--- src/hw/rtl/xlc_pkg.sv ---
// Shared types and character codes for the XML literal classifier.
// No dependencies; used by xlc_recognizer and xml_literal_classifier.

package xlc_pkg;

   localparam int unsigned CharWidth  = 8;
   localparam int unsigned RspBytes   = 1;
   localparam int unsigned RspWidth   = 8 * RspBytes;

   localparam logic [CharWidth-1:0] ChPlus   = 8'h2B;
   localparam logic [CharWidth-1:0] ChMinus  = 8'h2D;
   localparam logic [CharWidth-1:0] ChDot    = 8'h2E;
   localparam logic [CharWidth-1:0] ChZero   = 8'h30;
   localparam logic [CharWidth-1:0] ChOne    = 8'h31;
   localparam logic [CharWidth-1:0] ChNine   = 8'h39;
   localparam logic [CharWidth-1:0] ChUpE    = 8'h45;
   localparam logic [CharWidth-1:0] ChUpF    = 8'h46;
   localparam logic [CharWidth-1:0] ChUpI    = 8'h49;
   localparam logic [CharWidth-1:0] ChUpN    = 8'h4E;
   localparam logic [CharWidth-1:0] ChLowA   = 8'h61;
   localparam logic [CharWidth-1:0] ChLowE   = 8'h65;
   localparam logic [CharWidth-1:0] ChLowF   = 8'h66;
   localparam logic [CharWidth-1:0] ChLowL   = 8'h6C;
   localparam logic [CharWidth-1:0] ChLowR   = 8'h72;
   localparam logic [CharWidth-1:0] ChLowS   = 8'h73;
   localparam logic [CharWidth-1:0] ChLowT   = 8'h74;
   localparam logic [CharWidth-1:0] ChLowU   = 8'h75;

   // Packed so that is_boolean lands in bit 0 of the result word.
   typedef struct packed {
      logic is_double;
      logic is_integer;
      logic is_boolean;
   } verdict_type;

endpackage

--- src/hw/rtl/xlc_recognizer.sv ---
// Three character recognizers (boolean, integer, double) that advance together.
// Depends on xlc_pkg for character codes and the verdict struct.

module xlc_recognizer
   import xlc_pkg::*;
(
   input  logic                 clock,
   input  logic                 reset,
   input  logic                 step,
   input  logic [CharWidth-1:0] char_code,
   input  logic                 last_char,
   output verdict_type          verdict
);

   typedef enum logic [3:0] {
      DBL_START = 4'd0,  DBL_SIGN = 4'd1,  DBL_INT  = 4'd2,  DBL_DOT   = 4'd3,
      DBL_FRAC  = 4'd4,  DBL_E    = 4'd5,  DBL_ESIGN = 4'd6, DBL_EXP   = 4'd7,
      DBL_N     = 4'd8,  DBL_NA   = 4'd9,  DBL_NAN  = 4'd10, DBL_I     = 4'd11,
      DBL_IN    = 4'd12, DBL_INF  = 4'd13, DBL_DEAD = 4'd14
   } dbl_phase_type;

   typedef enum logic [1:0] {
      INT_START = 2'd0, INT_SIGN = 2'd1, INT_DIG = 2'd2, INT_DEAD = 2'd3
   } int_phase_type;

   typedef enum logic [3:0] {
      BOOL_START = 4'd0, BOOL_BIT  = 4'd1, BOOL_F   = 4'd2, BOOL_FA   = 4'd3,
      BOOL_FAL   = 4'd4, BOOL_FALS = 4'd5, BOOL_FALSE = 4'd6, BOOL_T  = 4'd7,
      BOOL_TR    = 4'd8, BOOL_TRU  = 4'd9, BOOL_TRUE = 4'd10, BOOL_DEAD = 4'd15
   } bool_phase_type;

   dbl_phase_type  dbl_phase_ff,  dbl_phase_in,  dbl_next;
   int_phase_type  int_phase_ff,  int_phase_in,  int_next;
   bool_phase_type bool_phase_ff, bool_phase_in, bool_next;
   logic           is_dig, is_sign, is_exp;

   assign is_dig  = (char_code >= ChZero) && (char_code <= ChNine);
   assign is_sign = (char_code == ChPlus) || (char_code == ChMinus);
   assign is_exp  = (char_code == ChUpE) || (char_code == ChLowE);

   always_comb begin
      dbl_next = DBL_DEAD;
      case (dbl_phase_ff)
         DBL_START: begin
            if (is_sign)                     dbl_next = DBL_SIGN;
            else if (is_dig)                 dbl_next = DBL_INT;
            else if (char_code == ChDot)     dbl_next = DBL_DOT;
            else if (char_code == ChUpN)     dbl_next = DBL_N;
            else if (char_code == ChUpI)     dbl_next = DBL_I;
         end
         DBL_SIGN: begin
            if (is_dig)                      dbl_next = DBL_INT;
            else if (char_code == ChDot)     dbl_next = DBL_DOT;
            else if (char_code == ChUpI)     dbl_next = DBL_I;
         end
         DBL_INT: begin
            if (is_dig)                      dbl_next = DBL_INT;
            else if (char_code == ChDot)     dbl_next = DBL_FRAC;
            else if (is_exp)                 dbl_next = DBL_E;
         end
         DBL_DOT:   if (is_dig) dbl_next = DBL_FRAC;
         DBL_FRAC: begin
            if (is_dig)                      dbl_next = DBL_FRAC;
            else if (is_exp)                 dbl_next = DBL_E;
         end
         DBL_E: begin
            if (is_sign)                     dbl_next = DBL_ESIGN;
            else if (is_dig)                 dbl_next = DBL_EXP;
         end
         DBL_ESIGN, DBL_EXP: if (is_dig) dbl_next = DBL_EXP;
         DBL_N:  if (char_code == ChLowA) dbl_next = DBL_NA;
         DBL_NA: if (char_code == ChUpN)  dbl_next = DBL_NAN;
         DBL_I:  if (char_code == ChUpN)  dbl_next = DBL_IN;
         DBL_IN: if (char_code == ChUpF)  dbl_next = DBL_INF;
         default: dbl_next = DBL_DEAD;
      endcase
   end

   always_comb begin
      int_next = INT_DEAD;
      case (int_phase_ff)
         INT_START: begin
            if (is_sign)     int_next = INT_SIGN;
            else if (is_dig) int_next = INT_DIG;
         end
         INT_SIGN, INT_DIG: if (is_dig) int_next = INT_DIG;
         default: int_next = INT_DEAD;
      endcase
   end

   always_comb begin
      bool_next = BOOL_DEAD;
      case (bool_phase_ff)
         BOOL_START: begin
            if ((char_code == ChZero) || (char_code == ChOne)) bool_next = BOOL_BIT;
            else if (char_code == ChLowF)                     bool_next = BOOL_F;
            else if (char_code == ChLowT)                     bool_next = BOOL_T;
         end
         BOOL_F:    if (char_code == ChLowA) bool_next = BOOL_FA;
         BOOL_FA:   if (char_code == ChLowL) bool_next = BOOL_FAL;
         BOOL_FAL:  if (char_code == ChLowS) bool_next = BOOL_FALS;
         BOOL_FALS: if (char_code == ChLowE) bool_next = BOOL_FALSE;
         BOOL_T:    if (char_code == ChLowR) bool_next = BOOL_TR;
         BOOL_TR:   if (char_code == ChLowU) bool_next = BOOL_TRU;
         BOOL_TRU:  if (char_code == ChLowE) bool_next = BOOL_TRUE;
         default:   bool_next = BOOL_DEAD;
      endcase
   end

   always_comb begin
      verdict.is_double  = (dbl_next inside {DBL_INT, DBL_FRAC, DBL_EXP, DBL_NAN, DBL_INF});
      verdict.is_integer = (int_next == INT_DIG);
      verdict.is_boolean = (bool_next inside {BOOL_BIT, BOOL_FALSE, BOOL_TRUE});
   end

   // The final character of a literal sends every recognizer back to its start.
   always_comb begin
      dbl_phase_in  = dbl_phase_ff;
      int_phase_in  = int_phase_ff;
      bool_phase_in = bool_phase_ff;
      if (step) begin
         dbl_phase_in  = last_char ? DBL_START  : dbl_next;
         int_phase_in  = last_char ? INT_START  : int_next;
         bool_phase_in = last_char ? BOOL_START : bool_next;
      end
   end

   always_ff @(posedge clock) begin
      if (reset) begin
         dbl_phase_ff  <= DBL_START;
         int_phase_ff  <= INT_START;
         bool_phase_ff <= BOOL_START;
      end else begin
         dbl_phase_ff  <= dbl_phase_in;
         int_phase_ff  <= int_phase_in;
         bool_phase_ff <= bool_phase_in;
      end
   end

endmodule

--- src/hw/rtl/xml_literal_classifier.sv ---
// Top level of the XML literal classifier: input register, recognizers, result register.
// Depends on xlc_pkg and xlc_recognizer.

// The block takes one character word per cycle, with tlast on the final character of a
// literal. After that final character it returns one result word that tells whether the
// literal is a boolean, an integer and an XML double. Characters that are not final give
// no result. A character is held in an input register. When consumed it advances the
// three recognizers and, if it is final, loads the result register. The result word is
// therefore valid from the edge right after the final character is taken, unless an
// earlier result word has not yet been taken. Throughput is one character per cycle.
// Only a final character waits in the input register, and only while the previous result
// word is still pending.

module xml_literal_classifier
   import xlc_pkg::*;
(
   input  logic                 clock,
   input  logic                 reset,
   input  logic                 req_tvalid,
   output logic                 req_tready,
   input  logic [CharWidth-1:0] req_tdata,   // [7:0] char_code
   input  logic                 req_tlast,   // last_char
   output logic                 rsp_tvalid,
   input  logic                 rsp_tready,
   output logic [RspWidth-1:0]  rsp_tdata    // [0] is_boolean, [1] is_integer, [2] is_double
);

   logic                 in_valid_ff, in_valid_in;
   logic [CharWidth-1:0] in_char_ff,  in_char_in;
   logic                 in_last_ff,  in_last_in;
   logic                 out_valid_ff, out_valid_in;
   verdict_type          out_verdict_ff, out_verdict_in;
   verdict_type          verdict;
   logic                 out_free;
   logic                 consume;

   assign out_free   = !out_valid_ff || rsp_tready;
   assign consume    = in_valid_ff && (!in_last_ff || out_free);
   assign req_tready = !in_valid_ff || consume;

   xlc_recognizer u_recognizer (
      .clock     (clock),
      .reset     (reset),
      .step      (consume),
      .char_code (in_char_ff),
      .last_char (in_last_ff),
      .verdict   (verdict)
   );

   always_comb begin
      in_valid_in    = in_valid_ff;
      in_char_in     = in_char_ff;
      in_last_in     = in_last_ff;
      if (req_tready) begin
         in_valid_in = req_tvalid;
         in_char_in  = req_tdata;
         in_last_in  = req_tlast;
      end
      out_valid_in   = out_valid_ff && !rsp_tready;
      out_verdict_in = out_verdict_ff;
      if (consume && in_last_ff) begin
         out_valid_in   = 1'b1;
         out_verdict_in = verdict;
      end
   end

   always_ff @(posedge clock) begin
      if (reset) begin
         in_valid_ff  <= 1'b0;
         out_valid_ff <= 1'b0;
      end else begin
         in_valid_ff  <= in_valid_in;
         out_valid_ff <= out_valid_in;
      end
      in_char_ff     <= in_char_in;
      in_last_ff     <= in_last_in;
      out_verdict_ff <= out_verdict_in;
   end

   assign rsp_tvalid = out_valid_ff;
   assign rsp_tdata  = {{(RspWidth - $bits(verdict_type)){1'b0}}, out_verdict_ff};

   // Every integer literal is also a double literal.
   a_int_is_double: assert property (@(posedge clock) disable iff (reset)
      rsp_tvalid |-> (!rsp_tdata[1] || rsp_tdata[2]))
      else $error("integer verdict without double verdict");

   // A result word appears only after a final character has been processed.
   a_rsp_from_last: assert property (@(posedge clock) disable iff (reset)
      $rose(rsp_tvalid) |-> $past(consume && in_last_ff))
      else $error("result word without a final character");

   // A final character blocked by a waiting result stays in the input register.
   a_last_held: assert property (@(posedge clock) disable iff (reset)
      (in_valid_ff && in_last_ff && rsp_tvalid && !rsp_tready) |=>
         (in_valid_ff && in_last_ff))
      else $error("final character lost while result stalled");

   // An empty input register always takes a new word.
   a_empty_ready: assert property (@(posedge clock) disable iff (reset)
      !in_valid_ff |-> req_tready)
      else $error("input register empty but not ready");

endmodule
--- config.mk ---
export PLATFORM = sky130hd
export DESIGN_NAME = xml_literal_classifier
export DESIGN_NICKNAME = d
export VERILOG_FILES = /design/src/hw/rtl/xlc_pkg.sv /design/src/hw/rtl/xlc_recognizer.sv /design/src/hw/rtl/xml_literal_classifier.sv
export SDC_FILE = /design/constraint.sdc
export NUM_CORES = 1
export LEC_CHECK = 0
export ABC_AREA = 1
export BUFFER_PORTS_ARGS = -buffer_cell sky130_fd_sc_hd__buf_2
export CORE_MARGIN = 1
export CORE_UTILIZATION = 50
export CTS_BUF_LIST = sky130_fd_sc_hd__clkbuf_2
export DETAILED_ROUTE_END_ITERATION = 16
export GPL_ROUTABILITY_DRIVEN = 0
export PLACE_DENSITY_LB_ADDON = 0.2
export SLEW_MARGIN = 25
export SYNTH_ARGS = -nofsm -noshare
export SYNTH_HDL_FRONTEND = slang
export SYNTH_SLANG_ARGS = --single-unit
--- constraint.sdc ---
create_clock -name clock -period 2 [get_ports clock]
set_input_delay 0.1 -clock clock [delete_from_list [all_inputs] [get_ports clock]]
set_output_delay 0.1 -clock clock [all_outputs]
set_load 0.05 [all_outputs]
==> results.sh <==
export IMPL_status="complete, no violations"
export IMPL_antenna_found_initial=0
export IMPL_netlist_top_cell_by_area="nand2_1"
export IMPL_cpPeakStageDelay_ns=0.49
export IMPL_fin_ws_ns=0.122
export IMPL_core_mm2=0.00344
export IMPL_netlist_area_leader_share_pct=19.9
export IMPL_yosys_cell_types_count=26
export IMPL_ys_async_sr_fraction_pct=0
export IMPL_clock_skew_ns=0.00853
export IMPL_ys_seq_elements=24
export IMPL_dp_hpwl_mm=3.10
export IMPL_initial_core_util_pct=54.2
export IMPL_dp_cells=367
export IMPL_p_per_area_mw_per_mm2=543
export IMPL_hold_viol=0
export IMPL_wire_per_inst_um=11.0
export IMPL_seq_area_frac_synth_pct=32.2
export IMPL_critPathLaunchType="register"
export IMPL_finalSetupViolCount=0
export IMPL_cts_inserted_buffers=3
export IMPL_syn_inst=305
export IMPL_ys_flop_type="edfxtp_1"
export IMPL_area_delta_synth_final_pct=21.7
export IMPL_overflow=0
export IMPL_drive_gt1_share_pct=21.0
export IMPL_placement_setup_worst_slack_ns=0.151
export IMPL_critPathBufInv=1
export IMPL_grt_max_degree=15
export IMPL_tritoncts="yes"
export IMPL_dieHeight_um=63.1
export IMPL_finalPower_mw=1.23
export IMPL_drc=0
export IMPL_relSlewSlack_pct=58.9
export IMPL_viasPerCell=4.90
export IMPL_critPathArrivalTime_ns=2.03
export IMPL_grt_pass1_wl_mm=6.88
export IMPL_n_antenna_cell=0
export IMPL_cp_top_family="simple AND/OR/NAND/NOR gates"
export IMPL_crit_path_start="in_char_ff[3]$_DFFE_PP_"
export IMPL_period_needed_ns=1.88
export IMPL_nNetsFinal=359
export IMPL_grt_pass1_vias=1653
export IMPL_cts_sinks=24
export IMPL_clock_path_buffers=2
export IMPL_layout_cells_non_filler=389
export IMPL_clock_latency_ns=0.35
export IMPL_hold_start="reset"
export IMPL_path_max_fanout=7
export IMPL_rows=21
export IMPL_fin_util_pct=65.9
export IMPL_first_iter_violations=146
export IMPL_routed_wl_mm=4.28
export IMPL_dieArea_mm2=0.00398
export IMPL_cts_root_buf="clkbuf_2"
export IMPL_hp_class="in2reg"
export IMPL_maxCapViolations=0
export IMPL_cp_cell_sequence="inv_2 -> nor2_1 -> nand2_1 -> nand3_2 -> nand2_4 -> nand2_4 -> a21boi_2 -> nand3_2 -> nand2_2 -> nand2_2 -> nand2_2 -> nand2_1"
export IMPL_path_clk_slew_ns=0.23
export IMPL_drv_slew=0
export IMPL_ir_worst_vdd_mv=0.370
export IMPL_synth_most_common_cell="nand2_1"
export IMPL_ys_top_cells_by_area="nand2_1 20%, edfxtp_1 19%, dfxtp_1 13%, inv_1 8.9%, nor2_1 7.7%"
export IMPL_synth_edff_count=12
export IMPL_end_kind="register"
export IMPL_synth_commonest_cells="99 x nand2_1, 44 x inv_1, 38 x nor2_1"
export IMPL_r2r_start="in_char_ff[3]$_DFFE_PP_"
export IMPL_hold_slack_ns=0.0256
export IMPL_avgSynthCellArea_um2=6.11
export IMPL_ys_warn_count=0
export IMPL_leakagePower_nw=1.18
export IMPL_die_w_um=63.1
export IMPL_cp_slowest_cell="edfxtp_1"
export IMPL_via_count=1908
export IMPL_portBuffers=17
export IMPL_ios=23
export IMPL_ant_nets=0
export IMPL_crit_top_cell="nand2_2"
export IMPL_fmax_ghz=0.532
export IMPL_worst_pin_slew_ns=0.614
export IMPL_grt_total_usage_pct=21.4
export IMPL_firstDrtPassIters=5
export IMPL_critPathKind="reg2reg"
export IMPL_post_route_period_util_pct=93.9
export IMPL_htreeDepth=1
export IMPL_mappedNetlistArea_mm2=0.00186
export IMPL_required_ns=2.15
## worst paths after layout
check / end / depth (start not counted) / slack (ns)
setup / recovery: rsp_tdata[2]$_DFFE_PP_ / 12 / 0.12
hold / removal: u_recognizer.dbl_phase_ff[2]$_SDFFE_PP0P_ / 2 / 0.03
setup reg to reg: rsp_tdata[2]$_DFFE_PP_ / 12 / 0.12
hold reg to reg: u_recognizer.int_phase_ff[1]$_SDFFE_PP0P_ / 2 / 0.50
## kinds of logic after synthesis
| group | after synthesis | share of synthesized area (%) |
|---|---|---|
| and+or+nand+nor | 191 | 44.9 |
| other | 1 | 0.201 |
| buffers and inverters | 55 | 12.1 |
| DFF | 24 | 32.2 |
| AOI/OAI and AO/OA | 32 | 9.26 |
| adders and majority gates | 2 | 1.34 |
## cells in the final DEF (no fill, tap or decap), types with 3 or more instances in the layout
cell type | Yosys | final
a21oi_1 | 19 | 18
clkbuf_2 | 0 | 3
nand2_2 | 7 | 12
edfxtp_1 | 12 | 12
nor3_1 | 3 | 3
o21ai_1 | 1 | 3
nand3_1 | 24 | 24
o21ai_0 | 9 | 7
inv_2 | 4 | 5
conb_1 | 1 | 5
inv_1 | 44 | 43
nor2_4 | 1 | 4
buf_4 | 5 | 10
nand2_4 | 1 | 5
dlygate4sd3_1 | 0 | 10
nand4_1 | 4 | 4
buf_2 | 0 | 17
dfxtp_1 | 12 | 11
nor2_1 | 38 | 37
nor2_2 | 10 | 8
nand2_1 | 99 | 90
## power by group
| part | switching (mW) | total, mW | internal (mW) |
|---|---|---|---|
| logic | 0.218 | 0.340 | 0.122 |
| clock network | 0.152 | 0.324 | 0.172 |
| registers | 0.0245 | 0.569 | 0.544 |
## flip-flops by register name, indices dropped and copies added (netlist names)
name and count:
rsp_tdata 3, u_recognizer.bool_phase_ff 4, in_char_ff 8, rsp_tvalid 1
in_valid_ff 1, u_recognizer.int_phase_ff 2, u_recognizer.dbl_phase_ff 4, in_last_ff 1
## metrics by stage
| step | TNS (ns) | instance area [µm²] |
|---|---|---|
| floorplan | 0 | 1880 |
| detailed placement | 0 | 1990 |
| global route | -0.0309 | 2270 |
| finish | 0 | 2270 |
| global placement | 0 | 1990 |
| CTS | 0 | 2140 |
## layout make-up
class | count | area (µm²)
Fill cell | 327 | 1170
Timing Repair Buffer | 37 | 260
Tap cell | 46 | 57.6
Clock buffer | 3 | 15.0
Multi-Input combinational cell | 230 | 1120
Inverter | 48 | 180
Sequential cell | 24 | 602
Clock inverter | 1 | 30.0
## layer usage
layer	GRT usage, %	vias to the layer above	part of all wire, %
met3	1.81	5	3.4
met4	6.98	0	1.3
met5	0	-	0
met1	28.4	833	47
li1	-	1020	-
met2	36.4	50	48
## worst reg2reg max path: stages, from the launching register on
cell	delay, ns
edfxtp_1	0.49
inv_2	0.12
nor2_1	0.06
nand2_1	0.12
nand3_2	0.14
nand2_4	0.17
nand2_4	0.06
a21boi_2	0.15
nand3_2	0.11
nand2_2	0.09
nand2_2	0.05
nand2_2	0.06
nand2_1	0.04
## repair_timing
| action | in CTS | in global routing |
|---|---|---|
| resized for setup | 0 | 22 |
| endpoints found under the hold margin | 10 | 0 |
| hold buffers | 10 | 0 |
| setup endpoints to repair | 0 | 1 |
| buffers inserted | 0 | 8 |
No activity file was read; power rests on OpenSTA's default activity.
